$ cat src/hw/rtl/hsd_pkg.sv
// Shared constants, types and code-layout helpers for the Hamming SEC decoder.
// Depends on nothing; every decoder module refers to it by scoped names.
package hsd_pkg;

    // Code geometry: parity count is fixed at build time.
    localparam int PARITY_BITS = 6;
    localparam int CODE_LEN    = (1 << PARITY_BITS) - 1;
    localparam int DATA_LEN    = CODE_LEN - PARITY_BITS;

    // Port widths set by the interface.
    localparam int CODE_W  = 63;
    localparam int DATA_W  = 57;
    localparam int POS_W   = 6;
    localparam int DBITS_W = 6;

    localparam logic [DBITS_W-1:0] DATA_BITS_RESET = DBITS_W'(57);

    // Decoupling queue between front and back.
    localparam int QUEUE_AW    = 1;
    localparam int QUEUE_DEPTH = 1 << QUEUE_AW;

    // One classified beat: the masked received word and its syndrome.
    typedef struct packed {
        logic [CODE_W-1:0] word;
        logic [POS_W-1:0]  syndrome;
    } hsd_item_t;

    // Queue occupancy as seen by its neighbors.
    typedef struct packed {
        logic full;
        logic empty;
    } hsd_q_status_t;

    // Mask of the code positions that exist for this parity count.
    function automatic logic [CODE_W-1:0] code_mask();
        logic [CODE_W-1:0] m;
        m = '0;
        for (int j = 0; j < CODE_W; j++)
        begin
            m[j] = (j < CODE_LEN);
        end
        return m;
    endfunction

    // Positions covered by parity bit b: every position whose bit b is set.
    function automatic logic [CODE_W-1:0] cover_mask(input int b);
        logic [CODE_W-1:0] m;
        m = '0;
        for (int j = 0; j < CODE_W; j++)
        begin
            m[j] = (j < CODE_LEN) && ((((j + 1) >> b) & 1) == 1);
        end
        return m;
    endfunction

endpackage

$ cat src/hw/rtl/hsd_front.sv
// Front stage of the Hamming SEC decoder: accepts codewords and computes syndromes.
// Depends on hsd_pkg; feeds classified beats into hsd_queue.
module hsd_front (
    input  logic                           clk,
    input  logic                           rst_n,
    input  logic                           push,
    output logic                           full,
    input  logic [hsd_pkg::CODE_W-1:0]     codeword,
    input  hsd_pkg::hsd_q_status_t         q_status,
    output logic                           q_wr,
    output hsd_pkg::hsd_item_t             q_wdata
);

    logic               front_valid_reg;
    logic               front_valid_next;
    hsd_pkg::hsd_item_t front_item_reg;
    hsd_pkg::hsd_item_t front_item_next;
    logic               accept;

    // Handshake: the stage stalls only when it holds a beat the queue cannot take.
    assign full   = front_valid_reg && q_status.full;
    assign accept = push && !full;
    assign q_wr   = front_valid_reg && !q_status.full;

    // Syndrome: each bit is the parity over the positions that bit covers.
    always_comb
    begin
        front_item_next.word = codeword & hsd_pkg::code_mask();
        for (int b = 0; b < hsd_pkg::POS_W; b++)
        begin
            front_item_next.syndrome[b] = ^(front_item_next.word & hsd_pkg::cover_mask(b));
        end
    end

    // Valid tracking for the stage register.
    always_comb
    begin
        if (accept)
        begin
            front_valid_next = 1'b1;
        end
        else if (q_wr)
        begin
            front_valid_next = 1'b0;
        end
        else
        begin
            front_valid_next = front_valid_reg;
        end
    end

    always_ff @(posedge clk or negedge rst_n)
    begin
        if (!rst_n)
        begin
            front_valid_reg <= 1'b0;
        end
        else
        begin
            front_valid_reg <= front_valid_next;
        end
    end

    // Payload register, loaded on each accepted beat.
    always_ff @(posedge clk)
    begin
        if (accept)
        begin
            front_item_reg <= front_item_next;
        end
    end

    assign q_wdata = front_item_reg;

endmodule

$ cat src/hw/rtl/hsd_queue.sv
// Short FIFO of classified beats between the decoder front and back stages.
// Depends on hsd_pkg for the item type and depth.
module hsd_queue (
    input  logic                   clk,
    input  logic                   rst_n,
    input  logic                   wr,
    input  hsd_pkg::hsd_item_t     wdata,
    input  logic                   rd,
    output hsd_pkg::hsd_item_t     rdata,
    output hsd_pkg::hsd_q_status_t status
);

    hsd_pkg::hsd_item_t                entries [hsd_pkg::QUEUE_DEPTH];
    logic [hsd_pkg::QUEUE_AW-1:0]      wr_ptr_reg;
    logic [hsd_pkg::QUEUE_AW-1:0]      wr_ptr_next;
    logic [hsd_pkg::QUEUE_AW-1:0]      rd_ptr_reg;
    logic [hsd_pkg::QUEUE_AW-1:0]      rd_ptr_next;
    logic [hsd_pkg::QUEUE_AW:0]        count_reg;
    logic [hsd_pkg::QUEUE_AW:0]        count_next;
    logic                              do_wr;
    logic                              do_rd;

    assign status.full  = (count_reg == (hsd_pkg::QUEUE_AW + 1)'(hsd_pkg::QUEUE_DEPTH));
    assign status.empty = (count_reg == '0);
    assign do_wr        = wr && !status.full;
    assign do_rd        = rd && !status.empty;
    assign rdata        = entries[rd_ptr_reg];

    // Pointer and count updates.
    always_comb
    begin
        wr_ptr_next = do_wr ? wr_ptr_reg + 1'b1 : wr_ptr_reg;
        rd_ptr_next = do_rd ? rd_ptr_reg + 1'b1 : rd_ptr_reg;
        case ({do_wr, do_rd})
            2'b10:   count_next = count_reg + 1'b1;
            2'b01:   count_next = count_reg - 1'b1;
            default: count_next = count_reg;
        endcase
    end

    always_ff @(posedge clk or negedge rst_n)
    begin
        if (!rst_n)
        begin
            wr_ptr_reg <= '0;
            rd_ptr_reg <= '0;
            count_reg  <= '0;
        end
        else
        begin
            wr_ptr_reg <= wr_ptr_next;
            rd_ptr_reg <= rd_ptr_next;
            count_reg  <= count_next;
        end
    end

    // Storage write.
    always_ff @(posedge clk)
    begin
        if (do_wr)
        begin
            entries[wr_ptr_reg] <= wdata;
        end
    end

endmodule

$ cat src/hw/rtl/hsd_back.sv
// Back stage of the Hamming SEC decoder: corrects, extracts and masks data bits.
// Depends on hsd_pkg; drains hsd_queue and holds the result register.
module hsd_back (
    input  logic                            clk,
    input  logic                            rst_n,
    input  logic                            cfg_we,
    input  logic [hsd_pkg::DBITS_W-1:0]     cfg_wdata,
    input  hsd_pkg::hsd_q_status_t          q_status,
    input  hsd_pkg::hsd_item_t              q_rdata,
    output logic                            q_rd,
    input  logic                            pop,
    output logic                            empty,
    output logic [hsd_pkg::DATA_W-1:0]      data_out,
    output logic [hsd_pkg::POS_W-1:0]       error_position,
    output logic                            error_found
);

    logic [hsd_pkg::DBITS_W-1:0] data_bits_reg;
    logic                        out_valid_reg;
    logic                        out_valid_next;
    logic [hsd_pkg::DATA_W-1:0]  data_out_reg;
    logic [hsd_pkg::DATA_W-1:0]  data_out_next;
    logic [hsd_pkg::POS_W-1:0]   error_position_reg;
    logic                        error_found_reg;
    logic [hsd_pkg::CODE_W-1:0]  flip;
    logic [hsd_pkg::CODE_W-1:0]  corrected;
    logic [hsd_pkg::DATA_W-1:0]  extracted;
    logic [hsd_pkg::DATA_W-1:0]  keep;
    logic                        advance;

    // Pack the non-power-of-two positions in order; the mapping is fixed wiring.
    function automatic logic [hsd_pkg::DATA_W-1:0] extract(
        input logic [hsd_pkg::CODE_W-1:0] w
    );
        logic [hsd_pkg::DATA_W-1:0] d;
        int                         idx;
        d   = '0;
        idx = 0;
        for (int p = 1; p <= hsd_pkg::CODE_LEN; p++)
        begin
            if ((p & (p - 1)) != 0)
            begin
                if (idx < hsd_pkg::DATA_W)
                begin
                    d[idx] = w[p-1];
                end
                idx++;
            end
        end
        return d;
    endfunction

    // A beat moves from the queue whenever the result register is free or draining.
    assign advance = !q_status.empty && (!out_valid_reg || pop);
    assign q_rd    = advance;
    assign empty   = !out_valid_reg;

    // Correction: flip the position named by the syndrome, if any.
    always_comb
    begin
        for (int j = 0; j < hsd_pkg::CODE_W; j++)
        begin
            flip[j] = (q_rdata.syndrome == hsd_pkg::POS_W'(j + 1));
        end
        corrected = q_rdata.word ^ flip;
        extracted = extract(corrected);
        for (int i = 0; i < hsd_pkg::DATA_W; i++)
        begin
            keep[i] = (hsd_pkg::DBITS_W'(i) < data_bits_reg);
        end
        data_out_next = extracted & keep;
    end

    // Result register valid flag.
    always_comb
    begin
        if (advance)
        begin
            out_valid_next = 1'b1;
        end
        else if (pop)
        begin
            out_valid_next = 1'b0;
        end
        else
        begin
            out_valid_next = out_valid_reg;
        end
    end

    always_ff @(posedge clk or negedge rst_n)
    begin
        if (!rst_n)
        begin
            out_valid_reg <= 1'b0;
            data_bits_reg <= hsd_pkg::DATA_BITS_RESET;
        end
        else
        begin
            out_valid_reg <= out_valid_next;
            if (cfg_we)
            begin
                data_bits_reg <= cfg_wdata;
            end
        end
    end

    // Result payload.
    always_ff @(posedge clk)
    begin
        if (advance)
        begin
            data_out_reg       <= data_out_next;
            error_position_reg <= q_rdata.syndrome;
            error_found_reg    <= (q_rdata.syndrome != '0);
        end
    end

    assign data_out       = data_out_reg;
    assign error_position = error_position_reg;
    assign error_found    = error_found_reg;

endmodule

$ cat src/hw/rtl/hamming_sec_decoder_top.sv
// Top level of the Hamming single-error-correcting decoder.
// Depends on hsd_pkg and instantiates hsd_front, hsd_queue and hsd_back.

// The decoder takes one 63-bit codeword per cycle while full is low and
// returns one result per codeword: the corrected data bits, the syndrome and
// an error flag. An accepted beat sits in the front syndrome register, then
// enters the two-entry queue and then reaches the result register, which
// drives the result ports. With pop held high the block sustains one beat per
// cycle. The front computes the syndrome with one parity tree per syndrome
// bit; the back flips the named position, packs the data bits and zeroes
// those at and above data_bits. A double error is miscorrected. Write
// cfg_wdata with cfg_we only while no beat is in flight.
module hamming_sec_decoder_top (
    input  logic                            clk,
    input  logic                            rst_n,
    input  logic                            cfg_we,
    input  logic [hsd_pkg::DBITS_W-1:0]     cfg_wdata,
    input  logic                            push,
    output logic                            full,
    input  logic [hsd_pkg::CODE_W-1:0]      codeword,
    output logic                            empty,
    input  logic                            pop,
    output logic [hsd_pkg::DATA_W-1:0]      data_out,
    output logic [hsd_pkg::POS_W-1:0]       error_position,
    output logic                            error_found
);

    hsd_pkg::hsd_q_status_t q_status;
    hsd_pkg::hsd_item_t     q_wdata;
    hsd_pkg::hsd_item_t     q_rdata;
    logic                   q_wr;
    logic                   q_rd;

    // Front: accept and classify.
    hsd_front u_front (
        .clk      (clk),
        .rst_n    (rst_n),
        .push     (push),
        .full     (full),
        .codeword (codeword),
        .q_status (q_status),
        .q_wr     (q_wr),
        .q_wdata  (q_wdata)
    );

    // Decoupling queue.
    hsd_queue u_queue (
        .clk    (clk),
        .rst_n  (rst_n),
        .wr     (q_wr),
        .wdata  (q_wdata),
        .rd     (q_rd),
        .rdata  (q_rdata),
        .status (q_status)
    );

    // Back: correct, extract and present results.
    hsd_back u_back (
        .clk            (clk),
        .rst_n          (rst_n),
        .cfg_we         (cfg_we),
        .cfg_wdata      (cfg_wdata),
        .q_status       (q_status),
        .q_rdata        (q_rdata),
        .q_rd           (q_rd),
        .pop            (pop),
        .empty          (empty),
        .data_out       (data_out),
        .error_position (error_position),
        .error_found    (error_found)
    );

`ifndef SYNTHESIS
    // The error flag always agrees with the reported syndrome.
    assert property (@(posedge clk) disable iff (!rst_n)
        !empty |-> (error_found == (error_position != '0)))
        else $error("error_found disagrees with error_position");

    // The queue is never full and empty at once.
    assert property (@(posedge clk) disable iff (!rst_n)
        !(q_status.full && q_status.empty))
        else $error("queue reports full and empty together");

    // A stalled front beat is not lost: the block stays full until the queue drains.
    assert property (@(posedge clk) disable iff (!rst_n)
        (full && !q_rd) |=> full)
        else $error("front stage dropped a stalled beat");
`endif

endmodule

$ cat config.mk
export PLATFORM = sky130hd
export DESIGN_NAME = hamming_sec_decoder_top
export DESIGN_NICKNAME = d
export VERILOG_FILES = /design/src/hw/rtl/hsd_pkg.sv /design/src/hw/rtl/hsd_front.sv /design/src/hw/rtl/hsd_queue.sv /design/src/hw/rtl/hsd_back.sv /design/src/hw/rtl/hamming_sec_decoder_top.sv
export SDC_FILE = /design/constraint.sdc
export NUM_CORES = 1
export LEC_CHECK = 0
export BUFFER_PORTS_ARGS = -buffer_cell sky130_fd_sc_hd__clkbuf_2
export CORE_ASPECT_RATIO = 0.6
export CORE_MARGIN = 8
export CORE_UTILIZATION = 44
export CTS_CLUSTER_DIAMETER = 150
export CTS_CLUSTER_SIZE = 24
export DETAILED_ROUTE_END_ITERATION = 10
export GPL_TIMING_DRIVEN = 0
export MAX_ROUTING_LAYER = met4
export PLACE_DENSITY = 0.74
export SYNTH_ARGS = -nofsm -noshare
export SYNTH_HDL_FRONTEND = slang
export SYNTH_HIERARCHICAL = 1
export SYNTH_SLANG_ARGS = --single-unit
$ cat constraint.sdc
create_clock -name clk -period 10.5 [get_ports clk]
set_input_delay 0.525 -clock clk [delete_from_list [all_inputs] [get_ports clk]]
set_output_delay 0.525 -clock clk [all_outputs]
set_load 0.05 [all_outputs]
Word-level counts from Yosys, hierarchy flattened

Memories as Yosys holds them, arrays and structs flattened.
Cells that the tools add are included.
Widths: inputs -> output; s select.

Input port bits: 74
Memories: 1
Bits in registers: 145
Output and inout bits: 66
Logic and storage cells: 170
Memory bits (writable): 138

Reduce and logical (&&, ||, !) cells: 22
Equality and inequality tests: 66
Bitwise operators: 2
$add $sub $neg: 4
$lt $le $gt $ge: 57
Mux-type cells: 7

Memory list:

| name            | depth | width | rd ports | clocked after Yosys merged registers in | wr ports | line            | RTL |
|---|---|---|---|---|---|---|---|
| u_queue.entries | 2     | 69    | 1        | 0                                       | 1        | hsd_queue.sv:13 | `hsd_pkg::hsd_item_t entries [hsd_pkg::QUEUE_DEPTH];` |

Operator list:

| operator            | number |
|---|---|
| $reduce_xor 63->1   | 6 |
| $eq 6x6->1 const B  | 32 |
| $lt 6x6->1 const A  | 25 |
| $eq 6x5->1 const B  | 16 |
| $lt 5x6->1 const A  | 16 |
| $xor 63x63->63      | 1 |
| $and 57x57->57      | 1 |
| $eq 6x4->1 const B  | 8 |
| $lt 4x6->1 const A  | 8 |
| $eq 6x3->1 const B  | 4 |
| $lt 3x6->1 const A  | 4 |
| $eq 6x2->1 const B  | 2 |
| $lt 1x6->1 const A  | 2 |
| $lt 2x6->1 const A  | 2 |
| $eq 6x1->1 const B  | 1 |
| $logic_and 1x1->1   | 6 |
| $mux 1              | 6 |
| $reduce_bool 2->1   | 3 |
| $reduce_bool 6->1   | 1 |
| $eq 2x2->1 const B  | 2 |
| $logic_not 1->1     | 4 |
| $pmux 2 s2          | 1 |
| $add 1x1->1 const B | 2 |
| $add 2x1->2 const B | 1 |
| other kinds (4)     | 4 |

Logic depth before layout (Yosys ltp)

Gate-level depths: netlist of run 1.

Depth after elaboration: 6
Mapped depth: 8
Gate-level depth less buffers: 8

By module

The synthesis of run 1 kept the hierarchy.

Modules (own cells, without submodules):

| module    | area each (um^2) | cells each | instances | seq. area each (um^2) |
|---|---|---|---|---|
| hsd_queue | 5,527.8          | 233        | 1         | 4,244.1 |
| hsd_back  | 3,972.6          | 384        | 1         | 2,102.0 |
| hsd_front | 3,186.8          | 181        | 1         | 2,097.0 |

Least setup slack after synthesis of run 1

OpenSTA, ideal clock, no wires.

Kind: input-to-reg
From: input pop
To: register u_queue/count_reg[1] (netlist bit)
Required time: 10.421 ns
Slack: 5.573 ns
Cell stages on the path: 6
Library setup time: 0.079 ns
Data arrival time: 4.848 ns
Path buffers: 0
Path through: inv_1 > a21oi_1 > nor2b_2 > ha_1 > nor2_1 > xor2_1

Cells in the longest elaborated chain, start to end: 5
Elaborated cells between the ends (all ways): 7
Those cells by class: eq/ne: 2; mux: 1; reduce/logical: 4

Ends and longest elaborated chain:

| element                                                | line                          | RTL |
|---|---|---|
| start, declared                                        | hamming_sec_decoder_top.sv:22 | `input logic pop,` |
| $logic_or 1x1->1 (*)                                   | hsd_back.sv:54                | `assign advance = !q_status.empty && (!out_valid_reg \|\| pop);` |
| $logic_and 1x1->1 (*)                                  | hsd_back.sv:54                |  |
| via q_rd                                               | hamming_sec_decoder_top.sv:32 | `logic q_rd;` |
| $logic_and 1x1->1 (*)                                  | hsd_queue.sv:26               | `assign do_rd = rd && !status.empty;` |
| via u_queue.do_rd                                      | hsd_queue.sv:21               | `logic do_rd;` |
| $eq 2x1->1 / $eq 2x2->1 (equally long branches)        | hsd_queue.sv:34               | `case ({do_wr, do_rd})` |
| $pmux 2 s2 / $reduce_bool 2->1 (equally long branches) | -                             |  |
| end signal, assigned                                   | hsd_queue.sv:53               | `count_reg <= count_next;` |
| end, declared                                          | hsd_queue.sv:18               | `logic [hsd_pkg::QUEUE_AW:0] count_reg;` |

Mark *: on every way through the listed nets, which the timed path passes. The rest lies on a longest branch.
A chain may end at the register's enable or synchronous reset.

==> results of run 1 <==
-- power groups by stage --
stage          Clock (mW)  Combinational (mW)  Sequential, mW
2_1_floorplan           0               0.946            2.09
3_3_place_gp            0                1.78            1.75
3_5_place_dp            0                1.85            1.72
4_1_cts             0.613                1.85            1.70
5_1_grt             0.646                1.96            1.72
6_report            0.598                1.86            1.69
-- through the flow --
stage | hold slack, ns | area [um2] | util | cells | power, mW
4_1_cts | 0.199 | 13800 | 0.506 | 1307 | 4.16
6_report | 0.216 | 13800 | 0.506 | 1307 | 4.15
3_5_place_dp | 0.429 | 13300 | 0.490 | 1284 | 3.57
3_3_place_gp | 0.423 | 13200 | 0.485 | 1279 | 3.53
2_1_floorplan | 0.229 | 12100 | - | 774 | 3.04
5_1_grt | 0.201 | 13800 | 0.506 | 1307 | 4.33
-- path summary, 6_finish.rpt --
kind | start | endpoint | slack [ns] | cells after the start
max reg2reg | u_queue/rd_ptr_reg | u_back/data_out[21] | 7.68 | 8
min in group asynchronous | rst_n | u_back/out_valid_reg | 0.47 | 2
min | codeword[9] | u_front/q_wdata[15] | 0.22 | 1
max | u_queue/rd_ptr_reg | u_back/data_out[21] | 7.68 | 8
max in group asynchronous | rst_n | u_back/data_bits_reg[0] | 9.71 | 2
min reg2reg | u_front/q_wdata[11] | u_queue/entries[0][11] | 0.43 | 0
-- routing by layer --
layer | wire length [um] | vias up
li1 | - | 3257
met1 | 14200 | 3461
met2 | 12300 | 346
met3 | 3080 | 25
met4 | 315 | 0
met5 | 0 | -
-- final cells by class --
cell class	count	area [um2]
multi-input combinational	466	3880
clock buffer	20	394
buffer	39	287
tap	367	459
sequential	265	7900
inverter	4	15.0
timing repair buffer	144	801
clock inverter	2	38.8
fill	2304	13400
-- worst register-to-register path: stages (launching register included) --
cell	delay [ns]
dfrtp_1	0.38
buf_6	0.17
buf_12	0.17
mux2_4	0.27
buf_2	0.23
and4b_1	0.22
clkbuf_1	0.42
a21oi_1	0.14
nor4_1	0.55
-- repair_timing --
item                                   4_1_cts  5_1_grt
endpoints found under the hold margin        8        0
hold buffers                                 1        0
setup endpoints to repair                    0        0
-- layout by cell type, fill, tap and decap left out, drive strengths merged, types with 2 or more instances in the layout --
master   count
and3        33
xor2        17
dfrtp        8
nand3        2
o21ai       39
nand2b       4
nand4bb      6
a21oi       60
buf         24
or3         26
inv          5
a211oi       6
nor4b        2
nor4         9
or2          5
o21a         2
mux2        68
nor2b        5
xnor3        6
xnor2       88
a21boi       6
nand2        9
dfstp        4
clkbuf     178
and2         5
and4b        3
edfxtp     253
nor3        22
nor2        16
nand4b       3
and4bb       5
or4b         2
==> key figures, run 1 <==
Critical path
  • Setup Crit Path Kind: register to register
  • Crit end category: register
  • WP data required: 10.73 ns
  • Crit path max fanout: 10
  • CP bufs+invs: 4
  • Crit-path max cell delay: 0.55 ns
  • Largest delay share family, worst path: buffers and inverters
  • Slowest cell on the critical path: nor4_1
  • Crit-path cells: buf_6, buf_12, mux2_4, buf_2, and4b_1, clkbuf_1, a21oi_1, nor4_1
  • Arrival time at the worst endpoint: 3.06 ns
  • Crit start category: register

Outcome
  • Status: finished, final reports clean

Run
  • Max_cap viols: 0

Global routing
  • Most Crowded Layer GR: met1
  • M1 GR Usage: 0.269
  • Largest net degree at the start of global routing: 64
  • Global routing usage on met2: 0.252
  • M3 GR Usage: 0.0476
  • Vias in the first global route: 6739
  • Antenna violations before repair: 0
  • First-pass GRT wire length: 43300 um
  • GRT overflow: 0
  • Total track usage: 0.181

STA
  • Fin. Hold Viols: 0
  • Max Clock Skew: 0.0338 ns
  • Fin crit share: 0.269
  • Slew Viols, Final: 0
  • Final worst setup slack: 7.68 ns
  • RSZ-0062 raised after global routing: false
  • Final TNS setup: 0 ns
  • Finish-stage setup viols: 0
  • Rel. slew slack: 0.366
  • Final min period: 2.82 ns
  • Slew @ Worst Pin: 0.949 ns
  • Fmax: 354 MHz

Final layout
  • Largest register FFs: 126
  • Area grow syn2layout: 14.3%
  • Fin nets: 1010
  • Diode count: 0
  • Layout cells sized above 1: 0.291

Clock tree
  • Maximum clock path buffer count: 3
  • # H-tree levels: 1
  • TritonCTS clock tree: done
  • Clock sinks: 265
  • CTS clk-pin slew, worst paths: 0.09 ns
  • Clock insertion delay at the later pin of the skew report: 0.51 ns
  • Post-CTS resize count: 0
  • Post-CTS Setup Repair Bufs: 0
  • Num CTS Buffers: 15
  • Clk root buf: clkbuf_16

Route
  • DRT iter0 DRCs: 769
  • DRT Pass-1 Iters: 5
  • DR vias: 7089
  • Drt wl/cell: 22.9 um
  • DR DRC count: 0
  • Wirelength, routed: 29900 um
  • ANT nets after route: 0
  • Vias/cell: 5.42

Floorplan
  • Die footprint: 33100 um2
  • Row count: 47
  • Die span in y: 144 um
  • I/O Pins: 140
  • Core ar.: 27200 um2
  • Chip Width: 230 um
  • Initial Util: 0.443

Pwr
  • P_sw: 1.64 mW
  • Internal power: 2.51 mW
  • Leakage: 5.08 nW
  • Sw Ratio: 0.396
  • Combinational power share: 0.448
  • Pwr/cell area: 301 nW/um2
  • Clock share of power: 0.144
  • Peak supply drop: 169 uV
  • Part of the power in registers: 0.408

Placed design
  • Port Buf Inserts: 138
  • Routability cong.: 0.922
  • Hpwl dp: 23000 um
  • Dpl ws: 7.76 ns

Synthesis
  • Synth warn: 6
  • Gate Count Post-Synth: 774
  • Synthesized cell area: 12100 um2
  • Syn Nets: 849
  • Syn Area/Cell: 15.6 um2

Min path
  • Min-Delay Path Class: input port to register
No activity file was read; power rests on OpenSTA's default activity.
==> run 2: changes to the inputs <==
clock period = 2.7 ns   (was 10.5 ns; I/O delays follow)
==> key figures, run 2 (same netlist as run 1, synthesis figures left out) <==
Global routing
  • First-pass GRT wire length: 45200 um (+4.5%)
  • Largest net degree at the start of global routing: 64 (unchanged)
  • GRT overflow: 0 (unchanged)
  • Vias in the first global route: 7156 (+6.2%)
  • Total track usage: 0.187 (+0.00608)
  • Antenna violations before repair: 0 (unchanged)

Critical path
  • FF-to-FF Start: u_queue/rd_ptr_reg
  • Crit end category: register
  • FF-to-FF path depth: 8 (unchanged)
  • Setup Crit Path Kind: register to register
  • Slowest cell on the critical path: mux2_4
  • Critical Path Source: u_queue/rd_ptr_reg
  • Crit start category: register
  • Largest delay share family, worst path: buffers and inverters
  • Crit-path cells: buf_6, buf_12, mux2_4, buf_2, nand4b_1, buf_4, or3_1, a21boi_0
  • CP bufs+invs: 4 (unchanged)
  • Arrival time at the worst endpoint: 2.97 ns (-0.09 ns)
  • Crit-path max cell delay: 0.36 ns (-0.19 ns)
  • Crit path max fanout: 10 (unchanged)
  • Crit. path cell count: 8 (unchanged)
  • WP data required: 3.00 ns (-7.73 ns)

STA
  • Fin crit share: 0.989 (+0.720)
  • Slew @ Worst Pin: 0.908 ns (-0.0401 ns)
  • Rel. slew slack: 0.394 (+0.0281)
  • Max Clock Skew: 0.0202 ns (-0.0136 ns)
  • Fin. Hold Viols: 0 (unchanged)
  • Finish-stage setup viols: 0 (unchanged)
  • RSZ-0062 raised after global routing: true
  • Final min period: 2.67 ns (-0.154 ns)
  • Fmax: 375 MHz (+5.8%)
  • Final TNS setup: 0 ns (unchanged)
  • Slew Viols, Final: 0 (unchanged)

Route
  • Wirelength, routed: 31000 um (+3.7%)
  • Top Layer Used: met4
  • DRT Pass-1 Iters: 5 (unchanged)
  • Met1 Wirelength: 14800 um (+4.3%)
  • ANT nets after route: 0 (unchanged)
  • Met3 wire len: 2630 um (-14%)
  • Vias/cell: 5.29 (-2.5%)
  • DRT iter0 DRCs: 847 (+10%)
  • Drt wl/cell: 22.5 um (-1.8%)
  • DR DRC count: 0 (unchanged)
  • DR WL met2: 13300 um (+7.5%)
  • DR vias: 7300 (+3.0%)

Pwr
  • Pwr/cell area: 1130 nW/um2 (+270%)
  • Pwr Total: 16.4 mW (+300%)
  • Peak supply drop: 717 uV (+320%)
  • Leakage: 5.40 nW (+6.3%)

Clock tree
  • CTS clk-pin slew, worst paths: 0.09 ns (about the same)
  • # H-tree levels: 1 (unchanged)
  • Clk root buf: clkbuf_16
  • Clock insertion delay at the later pin of the skew report: 0.50 ns (about the same)
  • Num CTS Buffers: 15 (unchanged)
  • Maximum clock path buffer count: 3 (unchanged)
  • Clock sinks: 265 (unchanged)
  • TritonCTS clock tree: done

Floorplan
  • Initial Util: 0.443 (unchanged)
  • I/O Pins: 140 (unchanged)
  • Die span in y: 144 um (unchanged)
  • Die footprint: 33100 um2 (unchanged)
  • Chip Width: 230 um (unchanged)
  • Row count: 47 (unchanged)
  • Core ar.: 27200 um2 (unchanged)

Final layout
  • Area grow syn2layout: 20.7%
  • Layout cells sized above 1: 0.281 (-0.0106)
  • Most common cell after layout, fill and taps aside: edfxtp_1
  • Fin cells: 1380 (+5.6%)
  • Most frequent cells in the layout: edfxtp_1 (253), clkbuf_2 (141), xnor2_1 (86)
  • Largest register FFs: 126 (unchanged)
  • Fin nets: 1077 (+6.6%)

Outcome
  • Status: finished, final reports clean

Min path
  • HP Start: cfg_we
  • Min-Delay Path Class: input port to register
  • Hold path depth: 2 (+1)

Run
  • Max_cap viols: 0 (unchanged)

Placed design
  • Port Buf Inserts: 138 (unchanged)
  • Placed cell count: 1285 (+0.078%)
  • Hpwl dp: 23600 um (+2.2%)
  • Routability cong.: 0.903 (-2.1%)
run 2: cell type report:
cell class	count	area, um2
flip-flops and latches	265	7900
inverters	4	15.0
fillers	2225	12700
plain buffers	38	285
diodes	2	5.00
repair buffers	212	1500
well taps	367	459
clock buffers	24	409
clock inverters	2	38.8
multi-input cells	466	3930
run 2: worst register-to-register path, cell delays in order (launching register included):
cell,delay (ns)
dfrtp_1,0.35
buf_6,0.20
buf_12,0.17
mux2_4,0.36
buf_2,0.21
nand4b_1,0.34
buf_4,0.24
or3_1,0.31
a21boi_0,0.30
run 2: final timing paths:
check                                           to  slack (ns)
setup reg to reg               u_back/data_out[23]        0.03
hold reg to reg             u_queue/entries[1][62]        0.43
hold / removal             u_back/data_bits_reg[5]        0.03
setup / recovery               u_back/data_out[23]        0.03
max in group asynchronous  u_back/data_bits_reg[5]        2.29
min in group asynchronous  u_back/data_bits_reg[2]        0.09
run 2: repair_timing:
action,in CTS,in global routing
resized for setup,2,12
setup endpoints to repair,2,13
hold buffers,67,0
endpoints found under the hold margin,77,0
buffers inserted,0,1
run 2: metrics by stage:
| step | utilization | area, um2 | worst slack (ns) | hold slack (ns) |
|---|---|---|---|---|
| after floorplan | - | 12100 | 0.0372 | -0.161 |
| after global placement | 0.486 | 13200 | -0.793 | 0.0889 |
| after detailed placement | 0.491 | 13400 | 0.0107 | 0.0896 |
| after CTS | 0.532 | 14500 | 0.00106 | 0.0236 |
| after global routing | 0.534 | 14500 | -0.00508 | 0.0305 |
| final | 0.534 | 14500 | 0.0303 | 0.0321 |
run 2: report_power, final:
part	total [mW]	switching, mW	leakage, nW	internal [mW]
Sequential	6.59	0.391	2.54	6.20
Clock	2.37	1.29	0.211	1.08
Combinational	7.46	4.84	2.64	2.62
Total	16.4	6.52	5.40	9.90
run 2: layer usage:
metal,GRT usage,vias to the layer above
li1,-,3400
met1,0.281,3580
met2,0.267,299
met3,0.0390,21
met4,0.0229,0
met5,-,-
